**src/rtl/gbn_pkg.sv**
```systemverilog
`default_nettype none

package gbn_pkg;

	// Sequence space of the link and the widths that follow from it.
	localparam int SEQ_SPACE = 32;
	localparam int SEQ_W     = $clog2(SEQ_SPACE);
	localparam int OUTST_W   = SEQ_W + 1;

	// Fixed field widths.
	localparam int CNT_W     = 16;
	localparam int WIN_W     = 5;
	localparam int TMO_W     = 8;
	localparam int CFG_IDX_W = 2;
	localparam int CFG_DAT_W = 16;

	// Configuration register indexes.
	localparam logic [CFG_IDX_W-1:0] REG_TOTAL_PACKETS = 2'd0;
	localparam logic [CFG_IDX_W-1:0] REG_WINDOW_SIZE   = 2'd1;
	localparam logic [CFG_IDX_W-1:0] REG_TIMEOUT_LIMIT = 2'd2;

	// Configuration reset values.
	localparam logic [CNT_W-1:0] TOTAL_PACKETS_RST = 16'd1;
	localparam logic [WIN_W-1:0] WINDOW_SIZE_RST   = 5'd4;
	localparam logic [TMO_W-1:0] TIMEOUT_LIMIT_RST = 8'd10;

	typedef struct packed {
		logic [CNT_W-1:0] total_packets;
		logic [WIN_W-1:0] window_size;
		logic [TMO_W-1:0] timeout_limit;
	} cfg_t;

	typedef struct packed {
		logic             ack_present;
		logic [SEQ_W-1:0] ack_seq;
	} round_t;

	typedef struct packed {
		logic             send_valid;
		logic [SEQ_W-1:0] send_seq;
		logic [CNT_W-1:0] packet_index;
		logic             last_packet;
		logic             ack_accepted;
		logic             went_back;
		logic [CNT_W-1:0] acked_total;
		logic             done_res;
	} res_t;

endpackage

`default_nettype wire

```
**src/rtl/gbn_cfg.sv**
```systemverilog
`default_nettype none

module gbn_cfg import gbn_pkg::*; (
	input  wire logic                 clk,
	input  wire logic                 arst_n,
	input  wire logic                 cfg_valid,
	input  wire logic [CFG_IDX_W-1:0] cfg_index,
	input  wire logic [CFG_DAT_W-1:0] cfg_data,
	output cfg_t                      cfg
);

	cfg_t cfg_q;

	// Register file; writes to an unused index are dropped.
	always_ff @(posedge clk or negedge arst_n) begin
		if (!arst_n) begin
			cfg_q.total_packets <= TOTAL_PACKETS_RST;
			cfg_q.window_size   <= WINDOW_SIZE_RST;
			cfg_q.timeout_limit <= TIMEOUT_LIMIT_RST;
		end else if (cfg_valid) begin
			unique case (cfg_index)
				REG_TOTAL_PACKETS: cfg_q.total_packets <= cfg_data[CNT_W-1:0];
				REG_WINDOW_SIZE:   cfg_q.window_size   <= cfg_data[WIN_W-1:0];
				REG_TIMEOUT_LIMIT: cfg_q.timeout_limit <= cfg_data[TMO_W-1:0];
				default: ;
			endcase
		end
	end

	assign cfg = cfg_q;

endmodule

`default_nettype wire

```
**src/rtl/gbn_window.sv**
```systemverilog
`default_nettype none

module gbn_window import gbn_pkg::*; (
	input  wire logic   clk,
	input  wire logic   arst_n,
	input  wire logic   step,
	input  wire cfg_t   cfg,
	input  wire round_t rnd,
	output res_t        res
);

	logic [SEQ_SPACE-1:0] slot_free_q;
	logic [CNT_W-1:0]     sent_q;
	logic [CNT_W-1:0]     acked_q;
	logic [TMO_W-1:0]     silent_q;

	logic [CNT_W-1:0]     outst_full;
	logic [OUTST_W-1:0]   outst;
	logic [OUTST_W-1:0]   outst_sent;
	logic [SEQ_W-1:0]     slot;
	logic [SEQ_W-1:0]     base;
	logic [SEQ_W-1:0]     ack_dist;
	logic                 can_send;
	logic                 accept;
	logic                 fire;
	logic [CNT_W-1:0]     sent_inc;
	logic [CNT_W-1:0]     sent_n;
	logic [CNT_W-1:0]     acked_n;
	logic [TMO_W-1:0]     silent_n;
	logic [SEQ_SPACE-1:0] free_mask;
	logic [SEQ_SPACE-1:0] slot_free_n;

	// Send decision: packets remain, window has room, slot is free.
	always_comb begin
		outst_full = sent_q - acked_q;
		outst      = outst_full[OUTST_W-1:0];
		slot       = sent_q[SEQ_W-1:0];
		can_send   = (sent_q < cfg.total_packets) &&
		             (outst < {1'b0, cfg.window_size}) &&
		             slot_free_q[slot];
		sent_inc   = sent_q + {{(CNT_W-1){1'b0}}, can_send};
		outst_sent = outst + {{(OUTST_W-1){1'b0}}, can_send};
	end

	// Ack or silent round handling.
	always_comb begin
		base     = acked_q[SEQ_W-1:0];
		ack_dist = rnd.ack_seq - base;
		accept   = rnd.ack_present && ({1'b0, ack_dist} < outst_sent);
		fire     = !rnd.ack_present && (silent_q >= cfg.timeout_limit);
		acked_n  = accept ? acked_q + {{(CNT_W-SEQ_W){1'b0}}, ack_dist} + 1'b1 : acked_q;
		sent_n   = fire ? acked_q : sent_inc;
		if (rnd.ack_present || fire) begin
			silent_n = '0;
		end else begin
			silent_n = silent_q + 1'b1;
		end
	end

	// Slot bitmap: clear the sent slot, then set the freed range from the base.
	always_comb begin
		logic [SEQ_W-1:0] off;
		for (int i = 0; i < SEQ_SPACE; i++) begin
			off = SEQ_W'(i) - base;
			free_mask[i] = (accept && (off <= ack_dist)) ||
			               (fire && ({1'b0, off} < outst_sent));
		end
		slot_free_n = slot_free_q;
		if (can_send) begin
			slot_free_n[slot] = 1'b0;
		end
		slot_free_n = slot_free_n | free_mask;
	end

	// Round state.
	always_ff @(posedge clk or negedge arst_n) begin
		if (!arst_n) begin
			slot_free_q <= '1;
			sent_q      <= '0;
			acked_q     <= '0;
			silent_q    <= '0;
		end else if (step) begin
			slot_free_q <= slot_free_n;
			sent_q      <= sent_n;
			acked_q     <= acked_n;
			silent_q    <= silent_n;
		end
	end

	// Result of the round.
	always_comb begin
		res.send_valid   = can_send;
		res.send_seq     = can_send ? slot : '0;
		res.packet_index = can_send ? sent_q : '0;
		res.last_packet  = can_send && (sent_inc == cfg.total_packets);
		res.ack_accepted = accept;
		res.went_back    = fire;
		res.acked_total  = acked_n;
		res.done_res     = acked_n >= cfg.total_packets;
	end

`ifndef SYNTH
	a_acked_not_ahead: assert property (@(posedge clk) disable iff (!arst_n)
		acked_q <= sent_q)
		else $error("acked count ran ahead of sent count");

	a_next_slot_free: assert property (@(posedge clk) disable iff (!arst_n)
		slot_free_q[sent_q[SEQ_W-1:0]])
		else $error("slot of the next packet is still outstanding");

	a_goback_rewinds: assert property (@(posedge clk) disable iff (!arst_n)
		step && fire |=> sent_q == acked_q && silent_q == '0)
		else $error("go-back did not rewind the window");
`endif

endmodule

`default_nettype wire

```
**src/rtl/go_back_n_sender_window.sv**
```systemverilog
// Go-Back-N sender window: one input item is one round of the send loop.
// Input channel (in_valid / in_stall) carries ack_present and ack_seq; a
// silent round is an item with ack_present low. Each round yields exactly
// one result item on the output channel (out_valid / out_stall): whether a
// packet is sent and its sequence and index, whether the ack advanced the
// window, whether a timeout rewound it, the acked count and done.
// Configuration registers (total_packets, window_size, timeout_limit) are
// written through cfg_valid / cfg_index / cfg_data; cfg_ready is always high.
// An accepted item is registered in the input register, processed by a
// single pass of window logic and written into the result register.
// Throughput is one item per clock while out_stall is low, as the slot
// bitmap and the sent / acked counters are updated once per round.
// Reset clears all slots to free, the counters to zero and the registers to
// their defaults (1, 4, 10). When the receiver stalls, the result holds,
// one more item is taken into the input register, and then in_stall rises
// until the result is taken.
`default_nettype none

module go_back_n_sender_window import gbn_pkg::*; (
	input  wire logic                 clk,
	input  wire logic                 arst_n,
	input  wire logic                 in_valid,
	output logic                      in_stall,
	input  wire logic                 ack_present,
	input  wire logic [SEQ_W-1:0]     ack_seq,
	output logic                      out_valid,
	input  wire logic                 out_stall,
	output logic                      send_valid,
	output logic [SEQ_W-1:0]          send_seq,
	output logic [CNT_W-1:0]          packet_index,
	output logic                      last_packet,
	output logic                      ack_accepted,
	output logic                      went_back,
	output logic [CNT_W-1:0]          acked_total,
	output logic                      done_res,
	input  wire logic                 cfg_valid,
	output logic                      cfg_ready,
	input  wire logic [CFG_IDX_W-1:0] cfg_index,
	input  wire logic [CFG_DAT_W-1:0] cfg_data
);

	cfg_t   cfg;
	round_t rnd_s1;
	logic   valid_s1;
	res_t   res;
	res_t   res_q;
	logic   out_valid_q;
	logic   advance;
	logic   in_take;

	assign cfg_ready = 1'b1;

	gbn_cfg u_cfg (
		.clk       (clk),
		.arst_n    (arst_n),
		.cfg_valid (cfg_valid),
		.cfg_index (cfg_index),
		.cfg_data  (cfg_data),
		.cfg       (cfg)
	);

	// Handshake: the input register drains whenever the result register is free.
	assign advance  = valid_s1 && (!out_valid_q || !out_stall);
	assign in_stall = valid_s1 && !advance;
	assign in_take  = in_valid && !in_stall;

	// Input register.
	always_ff @(posedge clk or negedge arst_n) begin
		if (!arst_n) begin
			valid_s1 <= 1'b0;
		end else if (in_take) begin
			valid_s1 <= 1'b1;
		end else if (advance) begin
			valid_s1 <= 1'b0;
		end
	end

	always_ff @(posedge clk) begin
		if (in_take) begin
			rnd_s1.ack_present <= ack_present;
			rnd_s1.ack_seq     <= ack_seq;
		end
	end

	gbn_window u_window (
		.clk    (clk),
		.arst_n (arst_n),
		.step   (advance),
		.cfg    (cfg),
		.rnd    (rnd_s1),
		.res    (res)
	);

	// Result register.
	always_ff @(posedge clk or negedge arst_n) begin
		if (!arst_n) begin
			out_valid_q <= 1'b0;
		end else if (advance) begin
			out_valid_q <= 1'b1;
		end else if (!out_stall) begin
			out_valid_q <= 1'b0;
		end
	end

	always_ff @(posedge clk) begin
		if (advance) begin
			res_q <= res;
		end
	end

	assign out_valid    = out_valid_q;
	assign send_valid   = res_q.send_valid;
	assign send_seq     = res_q.send_seq;
	assign packet_index = res_q.packet_index;
	assign last_packet  = res_q.last_packet;
	assign ack_accepted = res_q.ack_accepted;
	assign went_back    = res_q.went_back;
	assign acked_total  = res_q.acked_total;
	assign done_res     = res_q.done_res;

`ifndef SYNTH
	a_stall_only_when_full: assert property (@(posedge clk) disable iff (!arst_n)
		in_stall |-> valid_s1 && out_valid_q && out_stall)
		else $error("input stalled while the pipeline could move");

	a_result_follows_round: assert property (@(posedge clk) disable iff (!arst_n)
		advance |=> out_valid_q)
		else $error("processed round produced no result");

	a_held_result_stable: assert property (@(posedge clk) disable iff (!arst_n)
		out_valid_q && out_stall |=> out_valid_q && $stable(res_q))
		else $error("stalled result changed");
`endif

endmodule

`default_nettype wire
```
**config.mk**
```make
export PLATFORM = sky130hd
export DESIGN_NAME = go_back_n_sender_window
export DESIGN_NICKNAME = d
export VERILOG_FILES = /design/src/rtl/gbn_pkg.sv /design/src/rtl/gbn_cfg.sv /design/src/rtl/gbn_window.sv /design/src/rtl/go_back_n_sender_window.sv
export SDC_FILE = /design/constraint.sdc
export NUM_CORES = 1
export LEC_CHECK = 0
export BUFFER_PORTS_ARGS = -buffer_cell sky130_fd_sc_hd__buf_2
export CORE_ASPECT_RATIO = 1.75
export CORE_MARGIN = 4
export CORE_UTILIZATION = 63
export DETAILED_ROUTE_END_ITERATION = 10
export GPL_TIMING_DRIVEN = 0
export PLACE_DENSITY_LB_ADDON = 0.2
export SLEW_MARGIN = 40
export SYNTH_ARGS = -nofsm -noshare
export SYNTH_HDL_FRONTEND = slang
export SYNTH_SLANG_ARGS = --single-unit
```
**constraint.sdc**
```tcl
create_clock -name clk -period 8.6 [get_ports clk]
set_input_delay 1.29 -clock clk [delete_from_list [all_inputs] [get_ports clk]]
set_output_delay 1.29 -clock clk [all_outputs]
set_load 0.01 [all_outputs]
```
==> run_results.csv, run 1 <==
group,metric,value,unit
outcome,status,"completed",
critical_path,critPathRequiredTime,8.76,ns
logic_synthesis,ys_async_sr_fraction,0.705,
critical_path,critPathSlowestCell,"dfrtp_2",
critical_path,cp.arrival,8.34,ns
global_route,overflow,0,
sta,hold_violations,0,
sta,min_period_over_period,0.950,
final_layout,antenna_cells,0,
logic_synthesis,synth_most_common_cell,"ha_1",
critical_path,cpPeakStageDelay,0.64,ns
min_path,hold_depth,1,
logic_synthesis,post_synth_inst_count,1242,
sta,worstMarginPinSlew,0.739,ns
critical_path,crit_fanout,19,
die,die_area,21000,um^2
global_route,grt_start_max_net_pins,57,
logic_synthesis,yosysSeqAreaShare,0.334,
clock_network,cts_tree,"built",
logic_synthesis,synth_simple_gate_area_frac,0.106,
routing,dr.pass1.iters,8,
logic_synthesis,synth_ff_type,"dfrtp_1",
die,row_count,65,
critical_path,startpoint_type,"register",
die,die_y,189,um
sta,slew_violations,0,
global_route,grt_pass1_wl,56.0,mm
logic_synthesis,synth_top_family_by_area,"adder cells",
logic_synthesis,syn_area,11700,um^2
sta,period_needed,8.17,ns
final_layout,regArea,3920,um^2
final_layout,multi_input_comb_area,7240,um^2
die,start_util,0.647,
logic_synthesis,synth_top_area_share,0.173,
sta,fin_hold_ws,0.505,ns
critical_path,rrSetupSlack,0.43,ns
routing,ant_nets,0,
sta,setup_violations,0,
logic_synthesis,synth_compound_area_frac,0.199,
place,dpl.hpwl,27.6,mm
clock_network,clk_latency,0.44,ns
sta,clock_skew,0.0132,ns
routing,avgRoutedWirePerCell,22.2,um
logic_synthesis,synthTopCellsByArea,"ha_1 (17%), dfrtp_1 (14%), edfxtp_1 (11%)",
logic_synthesis,synthTopCellsByCount,"ha_1 (162), o21ai_0 (98), inv_1 (96)",
critical_path,end_kind,"register",
routing,vias,10200,
clock_network,cts_inserted_buffers,17,
die,core_region_area,18100,um^2
clock_network,clk_pin_slew,0.06,ns
final_layout,areaGrowthSynthToFinish,12.3,%
logic_synthesis,muxShareOfSynthArea,0.0305,
logic_synthesis,yosys_warnings,0,
clock_network,root_buffer,"clkbuf_16",
die,ios,74,
final_layout,instances_no_fill,1589,
die,die_w,111,um
logic_synthesis,synth_edf_count,43,
routing,drc,0,
final_layout,layout-drive-gt1-share,0.153,
routing,drtIter0Drc,792,
routing,vias_per_cell,6.40,
clock_network,h-tree-depth,4,
clock_network,cts_sinks,146,
logic_synthesis,synth_seq_cells,146,
global_route,grtUsageTotal,0.341,
critical_path,r2r-end,"done_res",
critical_path,r2r_start,"u_window.acked_q[2]",
global_route,antenna_found_initial,0,
logic_synthesis,ys_types,62,
min_path,min_from,"valid_s1",
logic_synthesis,synth_fa_ha_area_frac,0.205,
final_layout,nets,1536,
logic_synthesis,syn_avg_cell_area,9.45,um^2
clock_network,ctsHoldBuffers,0,
sta,rsz0062_at_grt,"no",
critical_path,path_class,"reg2reg",
global_route,grt_pass1_vias,10600,
min_path,min_path_type,"reg2reg",
place,io_buffers,72,
place,place_inst,1555,
logic_synthesis,synth_top_cell_by_area,"ha_1",
place,place.gp.congestion,0.987,
sta,slew_headroom,0.503,
sta,fmax,122,MHz
critical_path,reg2reg_depth,35,
job,drv_cap,0,
routing,routed_wl,35.3,mm
final_layout,fillerInstances,1365,
logic_synthesis,synthXorXnorAreaFrac,0.0720,
logic_synthesis,synth_nets,1436,
min_path,min_to,"out_valid",
clock_network,clockBufferDepth,2,
[final cells by class]
cell class | instances | area share
Buffer | 56 | 0.0206
Clock buffer | 23 | 0.0371
Clock inverter | 9 | 0.00779
Inverter | 96 | 0.0276
Multi-Input combinational cell | 942 | 0.550
Sequential cell | 146 | 0.297
Tap cell | 234 | 0.0222
Timing Repair Buffer | 83 | 0.0378
[kinds of logic after synthesis]
kind of cell,count (synthesis)
muxes,24
DFF,146
xor gates and xnor gates,94
other,1
and+or+nand+nor,256
AOI/OAI and AO/OA,370
buffers and inverters,154
adders and majority gates,197
[placed cells by master, fill, tap and decap left out, types with 24 or more instances in the layout]
cell type,n
nand2_1,86
maj3_1,32
dfrtp_1,65
nand3_1,24
a31oi_1,33
xnor2_1,74
dfstp_2,36
o211ai_1,31
o31ai_1,24
ha_1,161
o21ai_0,98
clkbuf_1,34
inv_1,93
buf_2,77
nor2_1,40
a21o_1,56
a21oi_1,81
edfxtp_1,43
[metal layers]
metal | track usage | wire, um | up-vias
li1 | - | - | 4724
met1 | 0.340 | 11800 | 4844
met2 | 0.603 | 18200 | 414
met3 | 0.0434 | 1480 | 193
met4 | 0.317 | 3880 | 0
met5 | 0 | 0 | -
[registers in the layout, summed over array words and instances, names as in the netlist]
signal / count
ack_accepted: 1
acked_total: 16
done_res: 1
last_packet: 1
out_valid: 1
packet_index: 12
rnd_s1: 6
send_seq: 4
send_valid: 1
u_cfg.cfg: 29
u_window.acked_q: 16
u_window.sent_q: 16
u_window.silent_q: 8
u_window.slot_free_q: 32
valid_s1: 1
went_back: 1
[worst max-delay path by stage]
stage	startpoint	endpoint	slack, ns	cells after the start
final	u_window.acked_q[2]	done_res	0.43	35
after global routing	u_window.sent_q[0]	done_res	0.09	37
after CTS	u_window.sent_q[0]	done_res	0.14	37
after detailed placement	u_window.acked_q[1]	done_res	-0.90	35
after global placement	u_window.acked_q[1]	done_res	-0.83	34
after floorplan	u_window.acked_q[1]	done_res	1.53	34
[worst max-delay path, delay by kind of cell, from the launching register on]
family | cells | cell delay, ns
AO/OA/AOI/OAI | 17 | 3.10
XOR/XNOR | 1 | 0.22
adder cells (fa/ha/maj) | 6 | 1.72
buffers and inverters | 7 | 1.41
flip-flops | 1 | 0.64
AND/OR/NAND/NOR | 4 | 0.80
[what timing repair did]
| item | in CTS | in global routing |
|---|---|---|
| resized for setup | 6 | 10 |
| setup endpoints to repair | 1 | 1 |
| pin swaps | 1 | 1 |
| setup buffers | 3 | 1 |
[stage by stage]
stage | cell area [um^2] | util | setup WS, ns | TNS (ns)
4_1_cts | 13100 | 0.724 | 0.138 | 0
5_1_grt | 13200 | 0.726 | 0.0862 | 0
2_1_floorplan | 11700 | - | 1.53 | 0
3_3_place_gp | 12400 | 0.683 | -0.827 | -0.827
3_5_place_dp | 12500 | 0.689 | -0.904 | -0.904
6_report | 13200 | 0.726 | 0.427 | 0
Power of run 1 is left out: the tool's default activity adds up to more than one toggle a clock period on the data nets, which glitch-free logic cannot reach.
==> run 2, diff against run 1 <==
--- a/config.mk
+++ b/config.mk
@@ -8,11 +8,10 @@
 export BUFFER_PORTS_ARGS = -buffer_cell sky130_fd_sc_hd__buf_2
 export CORE_ASPECT_RATIO = 1.75
 export CORE_MARGIN = 4
-export CORE_UTILIZATION = 63
+export CORE_UTILIZATION = 29
 export DETAILED_ROUTE_END_ITERATION = 10
 export GPL_TIMING_DRIVEN = 0
 export PLACE_DENSITY_LB_ADDON = 0.2
-export SLEW_MARGIN = 40
 export SYNTH_ARGS = -nofsm -noshare
 export SYNTH_HDL_FRONTEND = slang
 export SYNTH_SLANG_ARGS = --single-unit
==> run_results.csv, run 2 (synthesis results as in run 1) <==
group,metric,value,unit
routing,vias,9761,
routing,vias_per_cell,5.28,
sta,clock_skew,0.0123,ns
routing,routed_wl,41.6,mm
clock_network,cts_tree,"built",
global_route,antenna_found_initial,0,
global_route,grtUsageTotal,0.191,
clock_network,h-tree-depth,4,
routing,drc,0,
sta,fin_setup_tns,0,ns
final_layout,fillerInstances,4144,
die,die_area,43900,um^2
sta,setup_slack,0.289,ns
final_layout,antenna_cells,0,
global_route,overflow,0,
die,die_y,274,um
die,core_region_area,40100,um^2
sta,rsz0062_at_grt,"no",
place,place_inst,1814,
outcome,status,"completed",
sta,fmax,120,MHz
clock_network,clk_latency,0.45,ns
critical_path,crit_fanout,19,
clock_network,cts_inserted_buffers,17,
critical_path,startpoint_type,"register",
place,dpl.hpwl,33.7,mm
clock_network,cts_sinks,146,
job,drv_cap,0,
routing,drtIter0Drc,469,
min_path,min_path_type,"reg2reg",
critical_path,cpPeakStageDelay,0.63,ns
critical_path,path_common_cell,"a21o_1",
sta,period_needed,8.31,ns
sta,worstMarginPinSlew,0.875,ns
critical_path,critPathSlowestCell,"dfrtp_2",
place,io_buffers,72,
clock_network,root_buffer,"clkbuf_16",
die,start_util,0.293,
routing,avgRoutedWirePerCell,22.5,um
clock_network,ctsHoldBuffers,0,
final_layout,layout-drive-gt1-share,0.158,
die,ios,74,
sta,setup_violations,0,
global_route,grt_pass1_vias,10400,
sta,slew_violations,0,
final_layout,largest_register_ffs,32,
routing,ant_nets,0,
final_layout,areaGrowthSynthToFinish,15.2,%
place,place_ws,-1.62,ns
critical_path,critPathRequiredTime,8.78,ns
sta,slew_headroom,0.417,
sta,min_period_over_period,0.966,
die,row_count,97,
place,place.gp.congestion,0.920,
clock_network,clockBufferDepth,2,
critical_path,path_class,"reg2reg",
global_route,grt_start_max_net_pins,86,
sta,hold_violations,0,
die,die_w,160,um
final_layout,regMostFlops,"u_window.slot_free_q",
routing,dr.pass1.iters,5,
critical_path,end_kind,"register",
final_layout,mostFrequentLayoutCell,"ha_1",
critical_path,cp.arrival,8.49,ns
final_layout,instances_no_fill,1850,
final_layout,layout.cells.most_common_list,"ha_1 (161), o21ai_0 (98), inv_1 (91)",
clock_network,clk_pin_slew,0.07,ns
final_layout,nets,1536,
global_route,grt_pass1_wl,63.0,mm
-- run 2: worst max-delay path, delay by kind of cell, from the launching register on --
family	cells	cell delay (ns)
xor+xnor	3	0.55
buf+inv	5	0.87
compound gates	15	3.36
fa+ha+maj	6	1.71
simple gates	5	0.91
flops	1	0.63
-- run 2: final timing paths --
| check | from | end | slack, ns | depth (start not counted) |
|---|---|---|---|---|
| setup / recovery | u_window.acked_q[1] | done_res | 0.29 | 34 |
| hold / removal | valid_s1 | out_valid | 0.50 | 1 |
| setup reg to reg | u_window.acked_q[1] | done_res | 0.29 | 34 |
| hold reg to reg | valid_s1 | out_valid | 0.50 | 1 |
| max in group asynchronous | arst_n | u_window.slot_free_q[25] | 7.14 | 2 |
| min in group asynchronous | arst_n | valid_s1 | 0.68 | 1 |
-- run 2: per-layer routing --
| layer | global-route usage | vias to the layer above | routed length, um |
|---|---|---|---|
| met1 | 0.171 | 4753 | 13700 |
| met4 | 0.145 | 0 | 3560 |
| met3 | 0.0173 | 96 | 757 |
| met2 | 0.384 | 192 | 23600 |
| met5 | 0 | - | 0 |
| li1 | - | 4720 | - |
-- run 2: layout make-up --
| class | count | area (um^2) | share of cell area |
|---|---|---|---|
| buffer | 56 | 277 | 0.0205 |
| clock buffer | 17 | 425 | 0.0315 |
| clock inverter | 15 | 164 | 0.0121 |
| inverter | 96 | 372 | 0.0275 |
| multi-input combinational | 942 | 7240 | 0.536 |
| sequential | 146 | 3920 | 0.290 |
| tap | 495 | 619 | 0.0458 |
| timing repair buffer | 83 | 500 | 0.0370 |
-- run 2: what timing repair did --
item / CTS / global route
setup buffers: 4 / 2
setup endpoints to repair: 1 / 1
pin swaps: 2 / 3
resized for setup: 12 / 9
-- run 2: per-stage QoR --
step / util / hold WS, ns / area [um^2]
final: 0.338 / 0.504 / 13500
after detailed placement: 0.320 / 0.485 / 12800
after global placement: 0.317 / 0.475 / 12700
after CTS: 0.336 / 0.506 / 13500
after floorplan: - / 0.456 / 11700
after global routing: 0.338 / 0.518 / 13500
Power of run 2 is left out for the same reason.
